### config.mk
export PLATFORM = sky130hd
export DESIGN_NAME = multi_slot_timer_table
export DESIGN_NICKNAME = d
export VERILOG_FILES = /design/src/rtl/mstt_pkg.sv /design/src/rtl/mstt_front.sv /design/src/rtl/mstt_queue.sv /design/src/rtl/mstt_back.sv /design/src/rtl/multi_slot_timer_table.sv
export SDC_FILE = /design/constraint.sdc
export NUM_CORES = 2
export LEC_CHECK = 0
export BUFFER_PORTS_ARGS = -buffer_cell sky130_fd_sc_hd__buf_2
export CORE_UTILIZATION = 33
export DETAILED_ROUTE_END_ITERATION = 7
export PLACE_DENSITY = 0.53
export SETUP_SLACK_MARGIN = 0.2
export SLEW_MARGIN = 40
export SYNTH_ARGS = -nofsm -noshare
export SYNTH_HDL_FRONTEND = slang
export SYNTH_SLANG_ARGS = --single-unit
### constraint.sdc
create_clock -name clock -period 5.71 [get_ports clock]
set_clock_uncertainty 0.2 [all_clocks]
set_input_delay 0.2855 -clock clock [delete_from_list [all_inputs] [get_ports clock]]
set_output_delay 0.2855 -clock clock [all_outputs]
set_load 0.05 [all_outputs]
### src/rtl/mstt_pkg.sv
// Shared types and constants for the timer slot table.
package mstt_pkg;

   localparam int TABLE_MAX   = 32;
   localparam int SLOT_FW     = 5;
   localparam int PERIOD_W    = 32;
   localparam int QUEUE_DEPTH = 2;

   localparam logic [2:0] CMD_TICK    = 3'd0;
   localparam logic [2:0] CMD_CREATE  = 3'd1;
   localparam logic [2:0] CMD_SUSPEND = 3'd2;
   localparam logic [2:0] CMD_RESUME  = 3'd3;
   localparam logic [2:0] CMD_REMOVE  = 3'd4;

   typedef enum logic [2:0] {
      OP_NOP,
      OP_TICK,
      OP_CREATE,
      OP_SUSPEND,
      OP_RESUME,
      OP_REMOVE
   } op_type;

   typedef enum logic [1:0] {
      ST_IDLE,
      ST_SWEEP,
      ST_EMIT
   } back_state_type;

   typedef struct packed {
      logic [2:0]          command;
      logic [SLOT_FW-1:0]  handle;
      logic [PERIOD_W-1:0] period;
      logic                periodic;
      logic                start_suspended;
   } req_type;

   typedef struct packed {
      logic [SLOT_FW-1:0] slot;
      logic               expired;
      logic               created;
      logic               table_full;
      logic               any_running;
      logic               last;
   } rsp_type;

   typedef struct packed {
      op_type              op;
      logic [SLOT_FW-1:0]  handle;
      logic [PERIOD_W-1:0] period;
      logic                periodic;
      logic                start_suspended;
   } work_type;

   typedef struct packed {
      logic     valid;
      work_type item;
   } q_port_type;

endpackage

### src/rtl/mstt_front.sv
// Front end: accepts request beats and decodes them into work items.
module mstt_front #(
   parameter int SLOT_COUNT = 32
) (
   input  logic                 clock,
   input  logic                 reset,
   input  logic                 req_valid,
   output logic                 req_stall,
   input  mstt_pkg::req_type    req_data,
   input  logic                 q_full,
   output mstt_pkg::q_port_type q_push
);

   localparam logic [mstt_pkg::SLOT_FW:0] SLOT_LIMIT = (mstt_pkg::SLOT_FW + 1)'(SLOT_COUNT);

   logic           handle_ok;
   mstt_pkg::op_type op;

   assign handle_ok = {1'b0, req_data.handle} < SLOT_LIMIT;

   always_comb begin
      case (req_data.command)
         mstt_pkg::CMD_TICK:    op = mstt_pkg::OP_TICK;
         mstt_pkg::CMD_CREATE:  op = mstt_pkg::OP_CREATE;
         mstt_pkg::CMD_SUSPEND: op = handle_ok ? mstt_pkg::OP_SUSPEND : mstt_pkg::OP_NOP;
         mstt_pkg::CMD_RESUME:  op = handle_ok ? mstt_pkg::OP_RESUME : mstt_pkg::OP_NOP;
         mstt_pkg::CMD_REMOVE:  op = handle_ok ? mstt_pkg::OP_REMOVE : mstt_pkg::OP_NOP;
         default:               op = mstt_pkg::OP_NOP;
      endcase
   end

   assign req_stall                  = q_full;
   assign q_push.valid               = req_valid & ~q_full;
   assign q_push.item.op             = op;
   assign q_push.item.handle         = req_data.handle;
   assign q_push.item.period         = req_data.period;
   assign q_push.item.periodic       = req_data.periodic;
   assign q_push.item.start_suspended = req_data.start_suspended;

   // an accepted beat always lands in the queue
   a_push_on_accept: assert property (@(posedge clock) disable iff (reset)
      (req_valid && !req_stall) |-> q_push.valid)
      else $error("accepted beat not pushed");

endmodule

### src/rtl/mstt_queue.sv
// Short work queue between the front end and the sweep engine.
module mstt_queue (
   input  logic                 clock,
   input  logic                 reset,
   input  mstt_pkg::q_port_type q_push,
   output logic                 q_full,
   output mstt_pkg::q_port_type q_head,
   input  logic                 q_pop
);

   localparam int CW = $clog2(mstt_pkg::QUEUE_DEPTH + 1);
   localparam int PW = $clog2(mstt_pkg::QUEUE_DEPTH);
   localparam logic [CW-1:0] FULL_COUNT = CW'(mstt_pkg::QUEUE_DEPTH);
   localparam logic [PW-1:0] LAST_PTR   = PW'(mstt_pkg::QUEUE_DEPTH - 1);

   mstt_pkg::work_type entry_ff [mstt_pkg::QUEUE_DEPTH];
   logic [PW-1:0] wr_ptr_ff, wr_ptr_in;
   logic [PW-1:0] rd_ptr_ff, rd_ptr_in;
   logic [CW-1:0] count_ff, count_in;
   logic          do_push, do_pop;

   assign q_full       = count_ff == FULL_COUNT;
   assign q_head.valid = count_ff != '0;
   assign q_head.item  = entry_ff[rd_ptr_ff];
   assign do_push      = q_push.valid & ~q_full;
   assign do_pop       = q_pop & q_head.valid;

   always_comb begin
      wr_ptr_in = wr_ptr_ff;
      rd_ptr_in = rd_ptr_ff;
      count_in  = count_ff;
      if (do_push) begin
         wr_ptr_in = (wr_ptr_ff == LAST_PTR) ? '0 : wr_ptr_ff + PW'(1);
      end
      if (do_pop) begin
         rd_ptr_in = (rd_ptr_ff == LAST_PTR) ? '0 : rd_ptr_ff + PW'(1);
      end
      if (do_push && !do_pop) begin
         count_in = count_ff + CW'(1);
      end else if (do_pop && !do_push) begin
         count_in = count_ff - CW'(1);
      end
   end

   always_ff @(posedge clock) begin
      if (reset) begin
         wr_ptr_ff <= '0;
         rd_ptr_ff <= '0;
         count_ff  <= '0;
      end else begin
         wr_ptr_ff <= wr_ptr_in;
         rd_ptr_ff <= rd_ptr_in;
         count_ff  <= count_in;
      end
   end

   always_ff @(posedge clock) begin
      if (do_push) begin
         entry_ff[wr_ptr_ff] <= q_push.item;
      end
   end

   a_count_bound: assert property (@(posedge clock) disable iff (reset)
      count_ff <= FULL_COUNT)
      else $error("queue count overflow");

endmodule

### src/rtl/mstt_back.sv
// Sweep engine: walks every slot per command, then delivers the result beats.
module mstt_back #(
   parameter int SLOT_COUNT = 32
) (
   input  logic                 clock,
   input  logic                 reset,
   input  mstt_pkg::q_port_type q_head,
   output logic                 q_pop,
   output logic                 rsp_valid,
   input  logic                 rsp_stall,
   output mstt_pkg::rsp_type    rsp_data
);

   localparam int SLOT_W = (SLOT_COUNT > 1) ? $clog2(SLOT_COUNT) : 1;
   localparam int CNT_W  = $clog2(SLOT_COUNT + 1);
   localparam logic [CNT_W-1:0] CNT_LIMIT = CNT_W'(SLOT_COUNT);
   localparam int PW = mstt_pkg::PERIOD_W;

   mstt_pkg::back_state_type state_ff, state_in;
   mstt_pkg::work_type       item_ff, item_in;
   logic [CNT_W-1:0]         cnt_ff, cnt_in;
   logic                     proc_vld_ff, proc_vld_in;
   logic [SLOT_W-1:0]        proc_idx_ff, proc_idx_in;
   logic [SLOT_COUNT-1:0]    active_ff, active_in;
   logic [SLOT_COUNT-1:0]    running_ff, running_in;
   logic [SLOT_COUNT-1:0]    periodic_ff, periodic_in;
   logic [PW-1:0]            cd_rd_ff, rl_rd_ff;
   logic                     any_run_ff, any_run_in;
   logic                     found_ff, found_in;
   logic [SLOT_W-1:0]        found_idx_ff, found_idx_in;
   logic [SLOT_W-1:0]        exp_list_ff [SLOT_COUNT];
   logic [SLOT_W-1:0]        exp_list_in [SLOT_COUNT];
   logic [CNT_W-1:0]         nexp_ff, nexp_in;
   logic [CNT_W-1:0]         emit_ptr_ff, emit_ptr_in;
   logic                     rsp_valid_ff, rsp_valid_in;
   mstt_pkg::rsp_type        rsp_ff, rsp_in;

   logic [PW-1:0] cd_mem [SLOT_COUNT];
   logic [PW-1:0] rl_mem [SLOT_COUNT];

   logic              issue_rd, emit_load, out_free, emit_last, has_exp;
   logic              cur_act, cur_run, cur_per, new_act, new_run, new_per;
   logic              cd_wr, rl_wr, expire;
   logic [PW-1:0]     cd_dec, cd_wdata;
   logic [SLOT_W-1:0] rd_addr;
   logic [CNT_W-1:0]  emit_next;

   assign out_free  = ~rsp_valid_ff | ~rsp_stall;
   assign has_exp   = (item_ff.op == mstt_pkg::OP_TICK) && (nexp_ff != '0);
   assign emit_next = emit_ptr_ff + CNT_W'(1);
   assign emit_last = ~has_exp | (emit_next == nexp_ff);
   assign rd_addr   = cnt_ff[SLOT_W-1:0];

   // next state
   always_comb begin
      state_in = state_ff;
      case (state_ff)
         mstt_pkg::ST_IDLE: begin
            if (q_head.valid) state_in = mstt_pkg::ST_SWEEP;
         end
         mstt_pkg::ST_SWEEP: begin
            if (cnt_ff == CNT_LIMIT) state_in = mstt_pkg::ST_EMIT;
         end
         mstt_pkg::ST_EMIT: begin
            if (out_free && emit_last) state_in = mstt_pkg::ST_IDLE;
         end
         default: state_in = mstt_pkg::ST_IDLE;
      endcase
   end

   // state outputs
   always_comb begin
      q_pop     = 1'b0;
      issue_rd  = 1'b0;
      emit_load = 1'b0;
      case (state_ff)
         mstt_pkg::ST_IDLE:  q_pop     = q_head.valid;
         mstt_pkg::ST_SWEEP: issue_rd  = cnt_ff != CNT_LIMIT;
         mstt_pkg::ST_EMIT:  emit_load = out_free;
         default: ;
      endcase
   end

   // per-slot update for the slot whose memory read has returned
   always_comb begin
      cur_act  = active_ff[proc_idx_ff];
      cur_run  = running_ff[proc_idx_ff];
      cur_per  = periodic_ff[proc_idx_ff];
      new_act  = cur_act;
      new_run  = cur_run;
      new_per  = cur_per;
      cd_wr    = 1'b0;
      rl_wr    = 1'b0;
      expire   = 1'b0;
      cd_dec   = (cd_rd_ff != '0) ? cd_rd_ff - PW'(1) : cd_rd_ff;
      cd_wdata = cd_dec;
      found_in     = found_ff;
      found_idx_in = found_idx_ff;
      if (proc_vld_ff) begin
         case (item_ff.op)
            mstt_pkg::OP_TICK: begin
               if (cur_act && cur_run) begin
                  cd_wr = 1'b1;
                  if (cd_dec == '0) begin
                     expire   = 1'b1;
                     cd_wdata = rl_rd_ff;
                     if (!cur_per) new_act = 1'b0;
                  end
               end
            end
            mstt_pkg::OP_CREATE: begin
               if (!found_ff && !cur_act) begin
                  new_act      = 1'b1;
                  new_run      = ~item_ff.start_suspended;
                  new_per      = item_ff.periodic;
                  cd_wr        = 1'b1;
                  rl_wr        = 1'b1;
                  cd_wdata     = item_ff.period;
                  found_in     = 1'b1;
                  found_idx_in = proc_idx_ff;
               end
            end
            mstt_pkg::OP_SUSPEND: begin
               if (item_ff.handle == mstt_pkg::SLOT_FW'(proc_idx_ff)) new_run = 1'b0;
            end
            mstt_pkg::OP_RESUME: begin
               if (item_ff.handle == mstt_pkg::SLOT_FW'(proc_idx_ff)) new_run = 1'b1;
            end
            mstt_pkg::OP_REMOVE: begin
               if (item_ff.handle == mstt_pkg::SLOT_FW'(proc_idx_ff)) new_act = 1'b0;
            end
            default: ;
         endcase
      end
   end

   always_comb begin
      item_in      = item_ff;
      cnt_in       = cnt_ff;
      proc_vld_in  = issue_rd;
      proc_idx_in  = rd_addr;
      active_in    = active_ff;
      running_in   = running_ff;
      periodic_in  = periodic_ff;
      any_run_in   = any_run_ff;
      exp_list_in  = exp_list_ff;
      nexp_in      = nexp_ff;
      emit_ptr_in  = emit_ptr_ff;
      rsp_in       = rsp_ff;
      rsp_valid_in = rsp_valid_ff & rsp_stall;

      if (q_pop) begin
         item_in     = q_head.item;
         cnt_in      = '0;
         any_run_in  = 1'b0;
         nexp_in     = '0;
         emit_ptr_in = '0;
      end
      if (issue_rd) begin
         cnt_in = cnt_ff + CNT_W'(1);
      end
      if (proc_vld_ff) begin
         active_in[proc_idx_ff]   = new_act;
         running_in[proc_idx_ff]  = new_run;
         periodic_in[proc_idx_ff] = new_per;
         any_run_in = any_run_ff | (new_act & new_run);
         if (expire) begin
            exp_list_in[nexp_ff[SLOT_W-1:0]] = proc_idx_ff;
            nexp_in = nexp_ff + CNT_W'(1);
         end
      end
      if (emit_load) begin
         rsp_valid_in       = 1'b1;
         rsp_in.slot        = '0;
         rsp_in.expired     = 1'b0;
         rsp_in.created     = 1'b0;
         rsp_in.table_full  = 1'b0;
         rsp_in.any_running = any_run_ff;
         rsp_in.last        = emit_last;
         case (item_ff.op)
            mstt_pkg::OP_TICK: begin
               if (has_exp) begin
                  rsp_in.slot    = mstt_pkg::SLOT_FW'(exp_list_ff[emit_ptr_ff[SLOT_W-1:0]]);
                  rsp_in.expired = 1'b1;
                  emit_ptr_in    = emit_next;
               end
            end
            mstt_pkg::OP_CREATE: begin
               if (found_ff) begin
                  rsp_in.slot    = mstt_pkg::SLOT_FW'(found_idx_ff);
                  rsp_in.created = 1'b1;
               end else begin
                  rsp_in.table_full = 1'b1;
               end
            end
            default: ;
         endcase
      end
   end

   always_ff @(posedge clock) begin
      if (reset) begin
         state_ff     <= mstt_pkg::ST_IDLE;
         proc_vld_ff  <= 1'b0;
         rsp_valid_ff <= 1'b0;
         active_ff    <= '0;
         running_ff   <= '0;
         periodic_ff  <= '0;
      end else begin
         state_ff     <= state_in;
         proc_vld_ff  <= proc_vld_in;
         rsp_valid_ff <= rsp_valid_in;
         active_ff    <= active_in;
         running_ff   <= running_in;
         periodic_ff  <= periodic_in;
      end
   end

   always_ff @(posedge clock) begin
      item_ff      <= item_in;
      cnt_ff       <= cnt_in;
      proc_idx_ff  <= proc_idx_in;
      any_run_ff   <= any_run_in;
      exp_list_ff  <= exp_list_in;
      nexp_ff      <= nexp_in;
      emit_ptr_ff  <= emit_ptr_in;
      rsp_ff       <= rsp_in;
      if (q_pop) begin
         found_ff <= 1'b0;
      end else begin
         found_ff <= found_in;
      end
      found_idx_ff <= found_idx_in;
   end

   // countdown and reload memories: one write port, one registered read port
   always_ff @(posedge clock) begin
      if (cd_wr) begin
         cd_mem[proc_idx_ff] <= cd_wdata;
      end
      if (rl_wr) begin
         rl_mem[proc_idx_ff] <= item_ff.period;
      end
      if (issue_rd) begin
         cd_rd_ff <= cd_mem[rd_addr];
         rl_rd_ff <= rl_mem[rd_addr];
      end
   end

   assign rsp_valid = rsp_valid_ff;
   assign rsp_data  = rsp_ff;

   a_nexp_bound: assert property (@(posedge clock) disable iff (reset)
      (state_ff == mstt_pkg::ST_EMIT) |-> (nexp_ff <= CNT_LIMIT))
      else $error("expiry count beyond slot count");

   a_emit_ptr: assert property (@(posedge clock) disable iff (reset)
      (state_ff == mstt_pkg::ST_EMIT && has_exp) |-> (emit_ptr_ff < nexp_ff))
      else $error("expiry walk past end of list");

   a_rsp_kind: assert property (@(posedge clock) disable iff (reset)
      (rsp_valid_ff && rsp_ff.expired) |-> (!rsp_ff.created && !rsp_ff.table_full))
      else $error("expiry beat mixed with create status");

endmodule

### src/rtl/multi_slot_timer_table.sv
// Timer slot table top level: front decode, work queue and sweep engine.
// Each command walks every slot, one per cycle, through the countdown/reload memories;
// the engine then emits one result beat, or one per expiry for a tick with expiries.
// The queue lets new requests be accepted while the engine still works on an item.
// A request is accepted at the first edge at which the queue has room.
// Reset clears all slot marks, the queue and the engine; memories hold no reset.
module multi_slot_timer_table #(
   parameter int NUM_SLOTS = 32
) (
   input  logic              clock,
   input  logic              reset,
   input  logic              req_valid,
   output logic              req_stall,
   input  mstt_pkg::req_type req_data,
   output logic              rsp_valid,
   input  logic              rsp_stall,
   output mstt_pkg::rsp_type rsp_data
);

   localparam int SLOT_COUNT = (NUM_SLOTS < mstt_pkg::TABLE_MAX) ? NUM_SLOTS
                                                                 : mstt_pkg::TABLE_MAX;

   mstt_pkg::q_port_type q_push;
   mstt_pkg::q_port_type q_head;
   logic                 q_full;
   logic                 q_pop;

   mstt_front #(
      .SLOT_COUNT (SLOT_COUNT)
   ) u_front (
      .clock     (clock),
      .reset     (reset),
      .req_valid (req_valid),
      .req_stall (req_stall),
      .req_data  (req_data),
      .q_full    (q_full),
      .q_push    (q_push)
   );

   mstt_queue u_queue (
      .clock  (clock),
      .reset  (reset),
      .q_push (q_push),
      .q_full (q_full),
      .q_head (q_head),
      .q_pop  (q_pop)
   );

   mstt_back #(
      .SLOT_COUNT (SLOT_COUNT)
   ) u_back (
      .clock     (clock),
      .reset     (reset),
      .q_head    (q_head),
      .q_pop     (q_pop),
      .rsp_valid (rsp_valid),
      .rsp_stall (rsp_stall),
      .rsp_data  (rsp_data)
   );

endmodule
==> out/metrics.cfg <==
[detailed_routing]
dr.pass1.iters = 8
drc = 4
drtIter0Drc = 5507
vias = 48280
vias_per_cell = 5.332
routed_wl_mm = 265.4
wire_per_inst_um = 29.31
ant_nets = 0

[floorplanning]
die_height_um = 547.8
rows = 200
fp.dieW_um = 547.8
dieArea_mm2 = 0.3000
core-area_mm2 = 0.2965
start_util_pct = 33.15
design.portCount = 58

[pwr]
finalPower_mw = 56.49
irDropWorstVdd_v = 0.0005129
p_leak_nw = 35.13
powerDensity_mw_per_mm2 = 490.3

[worst_setup_path]
cp.required_ns = 5.97
criticalPathCategory = register to register
r2r_cells = 12
crit_path_end_kind = register
worstPathMaxFanout = 42
cp-start-kind = register
critical_path_arrival_ns = 5.53

[logic_synthesis]
synth_ff_type = edfxtp_1
ys_ff_latch = 2542
syn_area_per_cell_um2 = 21.75
synth.top_cell.area_share_pct = 73.93
synth_commonest_cells = edfxtp_1, mux4_2, nor2_1
synthTopCellsByArea = edfxtp_1, mux4_2, dfxtp_1
synth.distinct_cells = 69
yosysMostFrequentCell = edfxtp_1
synth_top_cell_by_area = edfxtp_1
postSynth.asyncResetShare_pct = 0
seq_area_frac_synth_pct = 76.42
ys_warn_count = 0
synth-edff-count = 2420
syn-num-nets = 4575
syn_area_mm2 = 0.09829
syn_inst = 4520

[clock_tree]
clockBufferDepth = 4
worstSkewPairLatency_ns = 0.85
cts_tree = yes
postCtsSetupBuffers = 0
cts_made_buffers = 275
path_clk_slew_ns = 0.06
cts-root-buf = clkbuf_16
clkSinkCount = 2542
htreeDepth = 5

[layout]
area_growth_pct = 17.23
final_cell_area_mm2 = 0.1152
layout.cells.non_filler = 9055
layout.nets = 4983
seq_area_mm2 = 0.07513
final.fill_count = 26320
layout-drive-gt1-share_pct = 31.37
multi_input_area_mm2 = 0.02280

[global_routing]
grt_max_degree = 105
grt_pass1_wl_mm = 374.9
grt-ovfl-total = 0
first_global_vias = 48900
grtUsageTotal_pct = 17.51
antenna_found_initial = 13

[hold_path]
whs_path_depth = 4
worstHoldPathType = primary input to register

[placement]
gp_congestion = 0.8464
io_buffer_count = 57
placed_cell_area_mm2 = 0.1059
dp_hpwl_mm = 146.8
placedCellCount = 8501

[sta]
tightest_slew_ns = 0.8833
rsz0062_at_grt = false
fmax_ghz = 0.1898
tns_ns = 0
slew_violations = 0
slew_headroom_pct = 41.12
setup_violations = 0
finalHoldViolCount = 0
fin_crit_sh_pct = 92.25
period_minus_slack_ns = 5.268

[outcome]
status = finished, violations left
violations = DRC

[job]
cap_violations = 0

state kept, by name, indices dropped and copies added, names as in the netlist, 42 cells and up:
name	cells
u_back.rl_mem	1024
u_back.exp_list_ff	160
u_queue.entry_ff	84
u_back.item_ff	42
u_back.cd_mem	1024
worst paths after layout:
kind	from	to	slack (ns)
worst max-delay path	u_back.cd_rd_ff[0]	u_back.exp_list_ff[38]	0.44
worst min register to register	u_back.periodic_ff[14]	u_back.periodic_ff[14]	0.28
worst max register to register	u_back.cd_rd_ff[0]	u_back.exp_list_ff[38]	0.44
worst min-delay path	req_data[41]	u_queue.entry_ff[0][41]	0.22
cell families (layout without fill, tap and decap cells):
family	Yosys count	in the layout	share of synthesized area, %
other cells	0	3	0
simple gates	529	529	2.515
mux	845	845	17.70
xor+xnor	40	40	0.3564
buf+inv	273	866	1.092
compound gates	282	282	1.802
flops	2542	2542	76.42
fa+ha+maj	9	9	0.1146
metal layers:
metal	track usage [%]	wire length, um	vias to the layer above
met2	28.43	128200	1688
met4	4.322	6238	0
met3	2.530	16110	379
met5	0	0	-
met1	24.80	114900	26430
li1	-	-	19790
cell usage in the layout, fill, tap and decap left out, types with 56 or more instances in the layout:
master,n
buf_12,61
mux4_2,703
nor2_1,176
clkbuf_16,284
o21ai_0,58
buf_2,57
nand2_1,106
nor2_4,65
a211oi_1,71
mux2_2,118
edfxtp_1,2420
dfxtp_1,115
dlygate4sd3_1,87
buf_4,153
a21oi_1,68
clkinv_1,56
critical path: stages (launching register included):
cell and delay (ns):
edfxtp_1 0.47, inv_1 0.14, ha_1 0.25, or3b_1 0.54, or4_4 0.61, o21a_1 0.20, nor4_1 0.36, nand4_1 0.18
nor4_1 0.55, and3_2 0.36, buf_12 0.24, nand2_2 0.21, nor3_1 0.55
through the flow:
step	setup WS, ns	util, %	hold WS [ns]
global route	0.3911	38.86	0.2307
CTS	0.4930	38.83	0.1475
detailed placement	0.5581	35.71	0.2691
finish	0.4424	38.86	0.2160
global placement	0.4029	35.59	0.2585
floorplan	0.3366	-	0.1462
repair_timing:
item | 4_1_cts | 5_1_grt
resized for setup | 0 | 0
hold endpoints to repair | 213 | 0
hold buffers | 87 | 0
final cells by class:
type / count / area share, %
antenna: 3 / 0.006515
clock buffer: 339 / 6.382
clock inverter: 123 / 0.9034
inverter: 22 / 0.07601
multi-input combinational: 1705 / 19.79
sequential: 2542 / 65.20
tap: 3939 / 4.277
timing repair buffer: 382 / 3.368
where the power goes:
group	total [mW]	internal, mW	switching [mW]
registers	24.5	23.8	0.757
logic	15.0	6.05	8.94
clock network	17.0	9.77	7.18
Power figures use the tool's default switching activity.
